**config.mk**
```make
export PLATFORM = sky130hd
export DESIGN_NAME = two_axis_auto_zero_offset_learner
export DESIGN_NICKNAME = d
export VERILOG_FILES = /design/src/azl_pkg.sv /design/src/azl_axis.sv /design/src/two_axis_auto_zero_offset_learner.sv
export SDC_FILE = /design/constraint.sdc
export NUM_CORES = 2
export LEC_CHECK = 0
export BUFFER_PORTS_ARGS = -buffer_cell sky130_fd_sc_hd__buf_2
export CAP_MARGIN = 20
export CELL_PAD_IN_SITES_DETAIL_PLACEMENT = 0
export CELL_PAD_IN_SITES_GLOBAL_PLACEMENT = 1
export CORE_MARGIN = 2
export CORE_UTILIZATION = 48
export DETAILED_ROUTE_END_ITERATION = 8
export MAX_ROUTING_LAYER = met4
export PLACE_DENSITY_LB_ADDON = 0.1
export SLEW_MARGIN = 20
export SYNTH_ARGS = -nofsm -noshare
export SYNTH_HDL_FRONTEND = slang
export SYNTH_SLANG_ARGS = --single-unit
```
**constraint.sdc**
```tcl
create_clock -name aclk -period 15.25 [get_ports aclk]
set_clock_uncertainty 0.05 [all_clocks]
set_input_delay 3.05 -clock aclk [delete_from_list [all_inputs] [get_ports aclk]]
set_output_delay 3.05 -clock aclk [all_outputs]
set_load 0.1 [all_outputs]
```
**src/azl_pkg.sv**
```systemverilog
`timescale 1ns / 1ps
// ---------------------------------------------------------------------------
// azl_pkg
// Shared types, register indexes and helper functions of the two-axis
// auto-zero offset learner.
// ---------------------------------------------------------------------------
package azl_pkg;

    // Configuration port geometry.
    localparam int CFG_IDX_W  = 3;
    localparam int CFG_DATA_W = 16;

    // Register indexes of the configuration port.
    localparam logic [CFG_IDX_W-1:0] CFG_ZONE_ENTER    = 3'd0;
    localparam logic [CFG_IDX_W-1:0] CFG_ZONE_EXIT     = 3'd1;
    localparam logic [CFG_IDX_W-1:0] CFG_ABORT_LEVEL   = 3'd2;
    localparam logic [CFG_IDX_W-1:0] CFG_STABLE_DELTA  = 3'd3;
    localparam logic [CFG_IDX_W-1:0] CFG_STABLE_NEEDED = 3'd4;
    localparam logic [CFG_IDX_W-1:0] CFG_OFFSET_LIMIT  = 3'd5;

    // Register reset values.
    localparam logic [14:0] ZONE_ENTER_RST    = 15'd35;
    localparam logic [14:0] ZONE_EXIT_RST     = 15'd50;
    localparam logic [15:0] ABORT_LEVEL_RST   = 16'd300;
    localparam logic [15:0] STABLE_DELTA_RST  = 16'd8;
    localparam logic [15:0] STABLE_NEEDED_RST = 16'd40;
    localparam logic [14:0] OFFSET_LIMIT_RST  = 15'd300;

    // Saturation value of the run counter.
    localparam logic [15:0] RUN_COUNT_MAX = 16'hFFFF;

    // Stream widths.
    localparam int SAMPLE_W  = 16;
    localparam int S_TDATA_W = 2 * SAMPLE_W;
    localparam int M_TDATA_W = 6 * SAMPLE_W;
    localparam int M_TUSER_W = 3;

    // Bit positions of the result flags in m_axis_tuser.
    localparam int USER_UPDATED = 0;
    localparam int USER_ZONE    = 1;
    localparam int USER_LOCKED  = 2;

    // Configuration register set, shared by both axes.
    typedef struct packed {
        logic [14:0] zone_enter;
        logic [14:0] zone_exit;
        logic [15:0] abort_level;
        logic [15:0] stable_delta;
        logic [15:0] stable_needed;
        logic [14:0] offset_limit;
    } azl_cfg_t;

    // Per-axis result after a beat has been processed.
    typedef struct packed {
        logic signed [15:0] offset;
        logic signed [15:0] corrected;
        logic               updated;
        logic               in_zone;
        logic               locked;
    } azl_axis_res_t;

    // Magnitude of a 16-bit signed value; -32768 gives 32768.
    function automatic logic [16:0] mag16(input logic signed [15:0] v);
        logic [16:0] ext;
        ext = {v[15], v};
        return v[15] ? (17'd0 - ext) : ext;
    endfunction

    // Magnitude of a 17-bit signed value that never reaches -65536.
    function automatic logic [16:0] mag17(input logic signed [16:0] v);
        logic [16:0] u;
        u = v;
        return v[16] ? (17'd0 - u) : u;
    endfunction

    // Symmetric clamp of a candidate offset to +-lim.
    function automatic logic signed [15:0] clamp_off(input logic signed [17:0] v,
                                                     input logic [14:0] lim);
        logic signed [17:0] hi;
        logic signed [17:0] lo;
        logic signed [17:0] res;
        hi = $signed({3'b000, lim});
        lo = -hi;
        if (v > hi) begin
            res = hi;
        end else if (v < lo) begin
            res = lo;
        end else begin
            res = v;
        end
        return res[15:0];
    endfunction

endpackage

```
**src/azl_axis.sv**
```systemverilog
`timescale 1ns / 1ps
// ---------------------------------------------------------------------------
// azl_axis
// One axis of the offset learner: the learning state registers and the
// single-pass next-state logic that runs once per enabled beat.
// ---------------------------------------------------------------------------
module azl_axis
    import azl_pkg::*;
(
    input  logic                 aclk,
    input  logic                 aresetn,
    input  azl_cfg_t             cfg,
    input  logic                 en,
    input  logic signed [15:0]   sample,
    output azl_axis_res_t        res
);

    logic signed [15:0] offset_reg, offset_next;
    logic signed [15:0] ref_reg, ref_next;
    logic [15:0]        count_reg, count_next;
    logic               zone_reg, zone_next;
    logic               locked_reg, locked_next;
    logic               updated;

    logic signed [15:0] centered;
    logic [16:0]        cmag;
    logic               abort;
    logic signed [16:0] dev;
    logic               stable_cur;
    logic               enter_ev;
    logic               exit_ev;
    logic               stable_b;
    logic [15:0]        count_b;
    logic signed [15:0] ref_b;
    logic [15:0]        count_t;
    logic signed [15:0] ref_t;
    logic               hit;
    logic signed [19:0] sum7;
    logic signed [19:0] sum_adj;
    logic signed [16:0] avg;
    logic signed [15:0] lock_val;
    logic signed [15:0] avg_val;

    // Shared arithmetic: centered magnitude, deviation, run tracking, average.
    always_comb begin
        centered   = sample - offset_reg;
        cmag       = mag16(centered);
        abort      = mag16(sample) > {1'b0, cfg.abort_level};
        dev        = {sample[15], sample} - {ref_reg[15], ref_reg};
        stable_cur = mag17(dev) <= {1'b0, cfg.stable_delta};

        enter_ev = locked_reg && !zone_reg && (cmag <= {2'b00, cfg.zone_enter});
        exit_ev  = locked_reg && zone_reg && (cmag >= {2'b00, cfg.zone_exit});

        // Entering the zone restarts the run at this sample.
        stable_b = enter_ev ? 1'b1 : stable_cur;
        count_b  = enter_ev ? 16'd0 : count_reg;
        ref_b    = enter_ev ? sample : ref_reg;

        if (stable_b) begin
            count_t = (count_b == RUN_COUNT_MAX) ? count_b : count_b + 16'd1;
            ref_t   = ref_b;
        end else begin
            count_t = 16'd0;
            ref_t   = sample;
        end
        hit = count_t >= cfg.stable_needed;

        // (7 * offset + sample) / 8, truncated toward zero.
        sum7    = ({{4{offset_reg[15]}}, offset_reg} <<< 3)
                - {{4{offset_reg[15]}}, offset_reg}
                + {{4{sample[15]}}, sample};
        sum_adj = sum7[19] ? (sum7 + 20'sd7) : sum7;
        avg     = 17'(sum_adj >>> 3);

        lock_val = clamp_off({{2{sample[15]}}, sample}, cfg.offset_limit);
        avg_val  = clamp_off({avg[16], avg}, cfg.offset_limit);
    end

    // Next-state selection.
    always_comb begin
        offset_next = offset_reg;
        ref_next    = ref_reg;
        count_next  = count_reg;
        zone_next   = zone_reg;
        locked_next = locked_reg;
        updated     = 1'b0;
        if (abort) begin
            count_next = 16'd0;
            ref_next   = sample;
            zone_next  = 1'b0;
        end else if (!locked_reg) begin
            if (hit) begin
                offset_next = lock_val;
                locked_next = 1'b1;
                count_next  = 16'd0;
                ref_next    = sample;
                updated     = 1'b1;
            end else begin
                count_next = count_t;
                ref_next   = ref_t;
            end
        end else if (exit_ev) begin
            zone_next  = 1'b0;
            count_next = 16'd0;
            ref_next   = sample;
        end else if (zone_reg || enter_ev) begin
            zone_next = 1'b1;
            if (hit) begin
                offset_next = avg_val;
                count_next  = 16'd0;
                ref_next    = sample;
                updated     = (avg_val != offset_reg);
            end else begin
                count_next = count_t;
                ref_next   = ref_t;
            end
        end
    end

    // State registers, advanced once per processed beat.
    always_ff @(posedge aclk) begin
        if (!aresetn) begin
            offset_reg <= '0;
            ref_reg    <= '0;
            count_reg  <= '0;
            zone_reg   <= 1'b0;
            locked_reg <= 1'b0;
        end else if (en) begin
            offset_reg <= offset_next;
            ref_reg    <= ref_next;
            count_reg  <= count_next;
            zone_reg   <= zone_next;
            locked_reg <= locked_next;
        end
    end

    // Result of this beat, taken from the updated state.
    always_comb begin
        res.offset    = offset_next;
        res.corrected = sample - offset_next;
        res.updated   = updated;
        res.in_zone   = zone_next;
        res.locked    = locked_next;
    end

    // Once locked, an axis stays locked until reset.
    a_lock_sticky: assert property (@(posedge aclk) disable iff (!aresetn)
        locked_reg |=> locked_reg)
        else $error("axis lost its lock");

    // The zone is only ever entered on a locked axis.
    a_zone_needs_lock: assert property (@(posedge aclk) disable iff (!aresetn)
        zone_reg |-> locked_reg)
        else $error("axis in zone while unlocked");

    // An unlocked axis still carries the reset offset.
    a_unlocked_offset_zero: assert property (@(posedge aclk) disable iff (!aresetn)
        !locked_reg |-> (offset_reg == 16'sd0))
        else $error("offset changed before lock");

    // A reported update always comes with a locked result.
    a_update_locked: assert property (@(posedge aclk) disable iff (!aresetn)
        (en && updated) |-> locked_next)
        else $error("update reported on an unlocked axis");

endmodule

```
**src/two_axis_auto_zero_offset_learner.sv**
```systemverilog
`timescale 1ns / 1ps
// ---------------------------------------------------------------------------
// two_axis_auto_zero_offset_learner
// Learns a zero offset for a steering and a longitudinal command stream and
// returns the offset-corrected commands.
// ---------------------------------------------------------------------------
// Usage:
//   s_axis carries one sample pair per beat (steering low, longitudinal high).
//   m_axis returns one result beat for every input beat, in order: the echoed
//   samples, both offsets, both corrected samples, and the longitudinal
//   update, zone and lock flags on m_axis_tuser.
//   A beat accepted into the input register is processed into the output
//   register, and m_axis_tvalid is high from then on. Throughput is one
//   beat per cycle while m_axis_tready is high; the per-axis compare, add
//   and clamp logic between the input register and the output register
//   sets that figure, with the learning state fed back within the same cycle.
//   When m_axis_tready is low the output beat holds and the input register
//   still takes one more beat; further beats then wait on s_axis_tready.
//   The cfg_* port writes a register on any edge with cfg_wr_en high; write
//   it only while no beat is in flight. Indexes beyond the list are ignored.
//   Reset (aresetn low, synchronous) restores the register defaults, clears
//   both offsets, runs and locks, and empties the pipeline.
// ---------------------------------------------------------------------------
module two_axis_auto_zero_offset_learner
    import azl_pkg::*;
(
    input  logic                  aclk,
    input  logic                  aresetn,
    // Configuration write port.
    input  logic                  cfg_wr_en,
    input  logic [CFG_IDX_W-1:0]  cfg_index,
    input  logic [CFG_DATA_W-1:0] cfg_wdata,
    // Input stream.
    input  logic                  s_axis_tvalid,
    output logic                  s_axis_tready,
    input  logic [S_TDATA_W-1:0]  s_axis_tdata,   // steer_sample, drive_sample
    // Result stream.
    output logic                  m_axis_tvalid,
    input  logic                  m_axis_tready,
    output logic [M_TDATA_W-1:0]  m_axis_tdata,   // steer_echo, drive_echo, steer_zero,
                                                  // drive_zero, steer_corrected,
                                                  // drive_corrected
    output logic [M_TUSER_W-1:0]  m_axis_tuser    // drive_updated, drive_zone_active,
                                                  // drive_locked
);

    azl_cfg_t           cfg_reg;
    logic               in_valid_reg;
    logic signed [15:0] in_steer_reg;
    logic signed [15:0] in_drive_reg;
    logic               m_valid_reg;
    logic [M_TDATA_W-1:0] m_data_reg;
    logic [M_TUSER_W-1:0] m_user_reg;
    logic               out_free;
    logic               fire;
    azl_axis_res_t      steer_res;
    azl_axis_res_t      drive_res;

    // Configuration registers, masked to their widths.
    always_ff @(posedge aclk) begin
        if (!aresetn) begin
            cfg_reg.zone_enter    <= ZONE_ENTER_RST;
            cfg_reg.zone_exit     <= ZONE_EXIT_RST;
            cfg_reg.abort_level   <= ABORT_LEVEL_RST;
            cfg_reg.stable_delta  <= STABLE_DELTA_RST;
            cfg_reg.stable_needed <= STABLE_NEEDED_RST;
            cfg_reg.offset_limit  <= OFFSET_LIMIT_RST;
        end else if (cfg_wr_en) begin
            unique case (cfg_index)
                CFG_ZONE_ENTER:    cfg_reg.zone_enter    <= cfg_wdata[14:0];
                CFG_ZONE_EXIT:     cfg_reg.zone_exit     <= cfg_wdata[14:0];
                CFG_ABORT_LEVEL:   cfg_reg.abort_level   <= cfg_wdata;
                CFG_STABLE_DELTA:  cfg_reg.stable_delta  <= cfg_wdata;
                CFG_STABLE_NEEDED: cfg_reg.stable_needed <= cfg_wdata;
                CFG_OFFSET_LIMIT:  cfg_reg.offset_limit  <= cfg_wdata[14:0];
                default: ;
            endcase
        end
    end

    // Handshake: the output register frees up when empty or being taken.
    assign out_free      = !m_valid_reg || m_axis_tready;
    assign fire          = in_valid_reg && out_free;
    assign s_axis_tready = !in_valid_reg || out_free;

    // Input register.
    always_ff @(posedge aclk) begin
        if (!aresetn) begin
            in_valid_reg <= 1'b0;
        end else if (s_axis_tready) begin
            in_valid_reg <= s_axis_tvalid;
        end
    end

    always_ff @(posedge aclk) begin
        if (s_axis_tvalid && s_axis_tready) begin
            in_steer_reg <= s_axis_tdata[15:0];
            in_drive_reg <= s_axis_tdata[31:16];
        end
    end

    // The two learning axes.
    azl_axis u_steer (
        .aclk    (aclk),
        .aresetn (aresetn),
        .cfg     (cfg_reg),
        .en      (fire),
        .sample  (in_steer_reg),
        .res     (steer_res)
    );

    azl_axis u_drive (
        .aclk    (aclk),
        .aresetn (aresetn),
        .cfg     (cfg_reg),
        .en      (fire),
        .sample  (in_drive_reg),
        .res     (drive_res)
    );

    // Output register.
    always_ff @(posedge aclk) begin
        if (!aresetn) begin
            m_valid_reg <= 1'b0;
        end else if (out_free) begin
            m_valid_reg <= in_valid_reg;
        end
    end

    always_ff @(posedge aclk) begin
        if (fire) begin
            m_data_reg <= {drive_res.corrected, steer_res.corrected,
                           drive_res.offset, steer_res.offset,
                           in_drive_reg, in_steer_reg};
            m_user_reg <= {drive_res.locked, drive_res.in_zone, drive_res.updated};
        end
    end

    assign m_axis_tvalid = m_valid_reg;
    assign m_axis_tdata  = m_data_reg;
    assign m_axis_tuser  = m_user_reg;

    // A stalled beat in the input register keeps its samples.
    a_in_hold: assert property (@(posedge aclk) disable iff (!aresetn)
        (in_valid_reg && !out_free) |=> (in_valid_reg && $stable(in_steer_reg)
                                          && $stable(in_drive_reg)))
        else $error("input register changed while stalled");

    // The output register is only loaded from a beat that was present.
    a_out_from_in: assert property (@(posedge aclk) disable iff (!aresetn)
        (out_free && !in_valid_reg) |=> !m_valid_reg)
        else $error("result beat appeared without an input beat");

    // A reported longitudinal update always comes with the lock flag.
    a_out_update_locked: assert property (@(posedge aclk) disable iff (!aresetn)
        (m_valid_reg && m_user_reg[USER_UPDATED]) |-> m_user_reg[USER_LOCKED])
        else $error("update flag without lock flag");

    // The zone flag is never shown on an unlocked axis.
    a_out_zone_locked: assert property (@(posedge aclk) disable iff (!aresetn)
        (m_valid_reg && m_user_reg[USER_ZONE]) |-> m_user_reg[USER_LOCKED])
        else $error("zone flag without lock flag");

endmodule
```
Yosys cells after proc, flatten, opt, wreduce, memory -nomap -nowiden
Index checks and enable logic that the tools add are counted.
{"block": "classes", "div_mod_pow": 0, "n_reduce_logical": 31, "multipliers": 0, "order_cmp": 18, "bitwise": 1, "n_eq_ne": 10, "addsub": 21, "n_shift": 0, "n_mux": 77}
{"cell": "$mux W16", "count": 50}
{"cell": "$mux W17", "count": 6}
{"cell": "$gt A17 B16 Y1", "count": 4}
{"cell": "$sub A1 B16 Y17 const A", "count": 4}
{"cell": "$sub A16 B16 Y16", "count": 4}
{"cell": "$add A20 B20 Y20", "count": 2}
{"cell": "$add A20 B4 Y20 const B", "count": 2}
{"cell": "$mux W20", "count": 2}
{"cell": "$sub A19 B16 Y20", "count": 2}
{"cell": "$lt A16 B18 Y1", "count": 2}
{"cell": "$lt A17 B18 Y1", "count": 2}
{"cell": "$ge A17 B15 Y1", "count": 2}
{"cell": "$le A17 B15 Y1", "count": 2}
{"cell": "$le A17 B16 Y1", "count": 2}
{"cell": "$sub A1 B17 Y17 const A", "count": 2}
{"cell": "$sub A16 B16 Y17", "count": 2}
{"cell": "$add A16 B1 Y16 const B", "count": 2}
{"cell": "$eq A16 B16 Y1 const B", "count": 2}
{"cell": "$ge A16 B16 Y1", "count": 2}
{"cell": "$gt A16 B16 Y1", "count": 2}
{"cell": "$mux W1", "count": 19}
{"cell": "$neg A15 Y18", "count": 1}
{"cell": "$reduce_and A2 Y1", "count": 9}
{"cell": "$ne A16 B16 Y1", "count": 1}
{"cell": "other kinds (12)", "count": 30}
{"block": "totals", "mem_bits_rw": 0, "elab_cells": 181, "mem_bits_ro": 0, "memories": 0, "regBits": 326, "in_bits": 56, "latchBits": 0}

Logic depth before layout (Yosys ltp)
{"block": "logic_depth", "depth_word": 16, "mapped_depth": 60}

Hierarchy
From an unflattened synthesis, not the netlist that was laid out.
{"block": "hier_totals", "hier_cells": 4002, "area_unflattened_um2": 32974.1}
{"mod": "azl_axis at u_steer", "cells_per_inst": 1812, "instances": 1, "area_each_um2": 12866.1, "seq_area_each_um2": 1001.0}
{"mod": "azl_axis at u_drive", "cells_per_inst": 1718, "instances": 1, "area_each_um2": 12610.8, "seq_area_each_um2": 1001.0}
{"mod": "two_axis_auto_zero_offset_learner", "cells_per_inst": 472, "instances": 1, "area_each_um2": 7497.2, "seq_area_each_um2": 5835.6}

Worst setup path after synthesis
No wires, ideal clock.
{"block": "synth_timing", "path_type": "reg2reg", "from": "register in_steer_reg[1]", "to": "register m_data_reg[77] (netlist: m_axis_tdata[77]) (data pin)", "setup_time_ps": 260, "path_stages_with_launch": 52, "t_arrival_ps": 11040, "setup_slack_ps": 3900, "synth_period_minus_slack_ps": 11350, "path_cell_list": "edfxtp_1 > ha_1 > fa_1 > nor3_1 > o2bb2ai_1 > xor2_1 > o211ai_1 > or3_1 > or4_1 > nor2_1 > nor2_1 > xnor2_1 > ha_1 > a21o_1 > a2111oi_0 > a221oi_1 > a21oi_1 > o31ai_1 > (+16 left out) > o21ai_0 > o21a_1 > o31ai_2 > nor2_1 > nor2_1 > a221oi_1 > ha_1 > a21oi_1 > o21ai_0 > a21oi_1 > o21bai_1 > a2bb2oi_1 > nand4b_1 > o2111ai_2 > o2111ai_1 > a31o_1 > a21oi_2 > xnor2_1"}
{"element": "start: declaration", "line": "two_axis_auto_zero_offset_learner.sv:49", "source": "logic signed [15:0] in_steer_reg;"}
{"element": "start signal: assignment", "line": "two_axis_auto_zero_offset_learner.sv:97", "source": "in_steer_reg <= s_axis_tdata[15:0];"}
{"element": "end signal: assignment", "line": "two_axis_auto_zero_offset_learner.sv:132", "source": "m_data_reg <= {drive_res.corrected, steer_res.corrected,"}
{"element": "end: declaration", "line": "two_axis_auto_zero_offset_learner.sv:52", "source": "logic [M_TDATA_W-1:0] m_data_reg;"}

==> impl_results.md <==
* Flop pwr share at 24.7%
* CTS tree: done
* Antenna cells at 0
* Crit. End Element: flop
* Largest net degree at the start of global routing at 84
* Post-CTS Setup Inserts at 0
* Antenna-violating nets left at 0
* P_leak at 14.1 nW
* Max-cap violations at 0
* Slowest CP cell: edfxtp_1
* Hold EP: cfg_reg[48]
* CP arrival at 13.62 ns
* Via count at ~30,000
* R2R setup slack at 1.91 ns
* Period utilization at about 88%
* WL final at 112,000 microns
* Combinational share of power at 51.6%
* Synth top area share at between 15 and 20%
* Pins Over Slew Limit at 0
* Num CTS Buffers at 39
* Critical path required time at 15.52 ns
* Detailed placement HPWL at 87,100 microns
* Net Sw Frac at 44.1%
* Post-place instance area at 33,700 sq um
* Ranking of synthesized cells by area: ha_1 (16%), edfxtp_1 (12%), dfxtp_1 (12%), a21oi_1 (5.7%), nand2_1 (5.6%)
* Hold depth at 2
* First-pass GRT wire length at 168,000 microns
* Min Clock Period, post-route at 13.34 ns
* CTS sink count at 326
* Design area at 35,000 sq um
* Synthesized flop and latch total at roughly 330
* TNS Setup at 0 ns
* Vias/cell at 6.02
* Site Rows at 94
* Vias in the first global route at 28,000
* I/O pin count at 157
* Initial antenna violation count at 0
* Hold wc startpoint: cfg_reg[48]
* Final Non-Filler Cells at approximately 5,000
* Worst Setup Start Kind: flop
* Synth Area per Inst at between 7 and 8 sq um
* Yosys cell types at approximately 100
* Startpoint of the worst-slack reg-to-reg timing path: in_steer_reg[1]
* CP peak stage delay at 0.67 ns
* Longest Clk Path Bufs at 3
* Most used DFF post-synth: dfxtp_1
* Post-Syn Nets at 4,513
* H-tree depth at 2
* Register area share after synthesis at 24.5%
* Post-synth EDFFs at around 130
* Worst-path clk slew at 0.06 ns
* Hold crit path type: flop to flop
* WS Path Type: flop to flop
* PwrDens at 113 nW/um^2
* Initial Util at 48.5%
* Maximum vdd drop at between 0.08 and 0.09 mV
* Outcome: finished, final reports clean
* Die H at 262 microns
* DR iter-0 viols at between 2,000 and 3,000
* Routed len/inst at 22.4 microns
* Total power at around 3.9 mW
* Synth Warn # at 0
* Nets at 4,630
* Hold Fails Final Rpt at 0
* # setup viols final at 0
* Global-route usage over all layers at 33.1%
* GPL Wtd Cong at 0.978
* Core area at 65,900 sq um
* Max FFs per register at 96
* Die area at a little under 70,000 sq um
* Unrepaired setup endpoints after global routing: false
* Syn Inst Count at 3,998
* PortBufs at 156
* Synth cell count leaders: nand2_1 (480), ha_1 (419), inv_1 (366)
* Slew @ Worst Pin at 1.10 ns
* Cell accounting for the most synthesized area: ha_1
* # resized after CTS at 0
* Switching power at 1.74 mW
* Root buf cell: clkbuf_16
* Die X at approximately 260 microns
* Slew margin rel. at 26.4%
* Grt total ovfl at 0
* Reg2reg end: m_axis_tdata[77]
* Area of the mapped netlist at 31,900 sq um
* Share of cells above drive strength 1 at 8.54%
* Max Fclk at 74.9 MHz
* Placed cells at 4,936
* Crit-path max FO at 14
* Pint at 2.21 mW
* 1st-pass router iterations at 6
* Number of remaining DRC errors at 0
* Worst-Skew Late Latency at 0.58 ns
* Cts hold-fix bufs at 0
* P&R area growth vs syn at 9.50%
* Most frequent cell after synthesis: nand2_1
* Post-synth ARST share at 0%
* Worst R2R Path Depth at 52
* Clock share of power at 23.7%
[critical path: cells and delay by family (launching register included)]
kind	cells	cell delay [ns]
buf+inv	2	0.43
flops	1	0.67
fa+ha+maj	6	2.04
simple gates	19	4.77
compound gates	22	4.48
xor+xnor	3	0.67
[final cells by class]
type                    count  area [sq um]
clock buffers              57          1130
clock inverters            14           120
fillers                  6473         30900
inverters                 369          1390
multi-input cells        3164         22200
flip-flops and latches    326          7840
well taps                 864          1080
repair buffers            215          1220
[power by group through the flow]
stage                     Combinational, mW  Sequential (mW)  Clock [mW]
after floorplan                        1.38             1.10           0
after global placement                 2.00            0.994           0
after detailed placement               2.00            0.995           0
after CTS                              2.01            0.976       0.948
after global routing                   2.25            0.980       0.977
final                                  2.04            0.976       0.934
[kinds of logic (layout without fill, tap and decap cells)]
kind of cell | Yosys count | count (layout) | share of synthesized area (%)
AO/OA/AOI/OAI | 1126 | 1126 | 23.0
multiplexers | 48 | 48 | 1.54
AND/OR/NAND/NOR | 1283 | 1283 | 19.1
buffers and inverters | 508 | 655 | 6.09
flip-flops | 326 | 326 | 24.5
XOR/XNOR | 244 | 244 | 6.73
adder cells (fa/ha/maj) | 463 | 463 | 19.1
[layout by cell type (no fill, tap or decap), drive strengths merged, types with 66 or more instances in the layout]
| master | count |
|---|---|
| buf | 214 |
| edfxtp | 131 |
| ha | 419 |
| nand3 | 110 |
| dfxtp | 195 |
| nor3 | 84 |
| a21oi | 364 |
| nor2 | 267 |
| xnor2 | 178 |
| nand4 | 67 |
| nand2 | 480 |
| o21ai | 206 |
| a21o | 66 |
| inv | 369 |
[worst max path at each step]
stage / start / end / slack, ns / cells after the start
final: in_steer_reg[1] / m_axis_tdata[77] / 1.91 / 52
after detailed placement: in_steer_reg[1] / m_axis_tdata[77] / 2.08 / 52
after floorplan: in_steer_reg[1] / m_axis_tdata[77] / 3.90 / 51
after CTS: in_steer_reg[1] / m_axis_tdata[77] / 2.07 / 52
after global placement: in_steer_reg[1] / m_axis_tdata[77] / 2.36 / 52
after global routing: in_steer_reg[1] / m_axis_tdata[79] / 0.66 / 52
[per-stage QoR]
step | utilization [%] | setup WS (ns) | hold WS (ns)
finish | 53.1 | 1.91 | 0.403
detailed placement | 51.2 | 2.08 | 0.396
CTS | 53.1 | 2.07 | 0.404
global placement | 51.2 | 2.36 | 0.392
floorplan | - | 3.90 | 0.385
global route | 53.1 | 0.664 | 0.419
[layer usage]
metal  up-vias  track usage, %  part of all wire [%]
li1      14700               -                     -
met1     14200            43.9                    44
met2      1035            52.4                    46
met3       199            4.20                   6.7
met4         0            10.2                   3.3
met5         -               -                     0
Power figures use the tool's default switching activity.
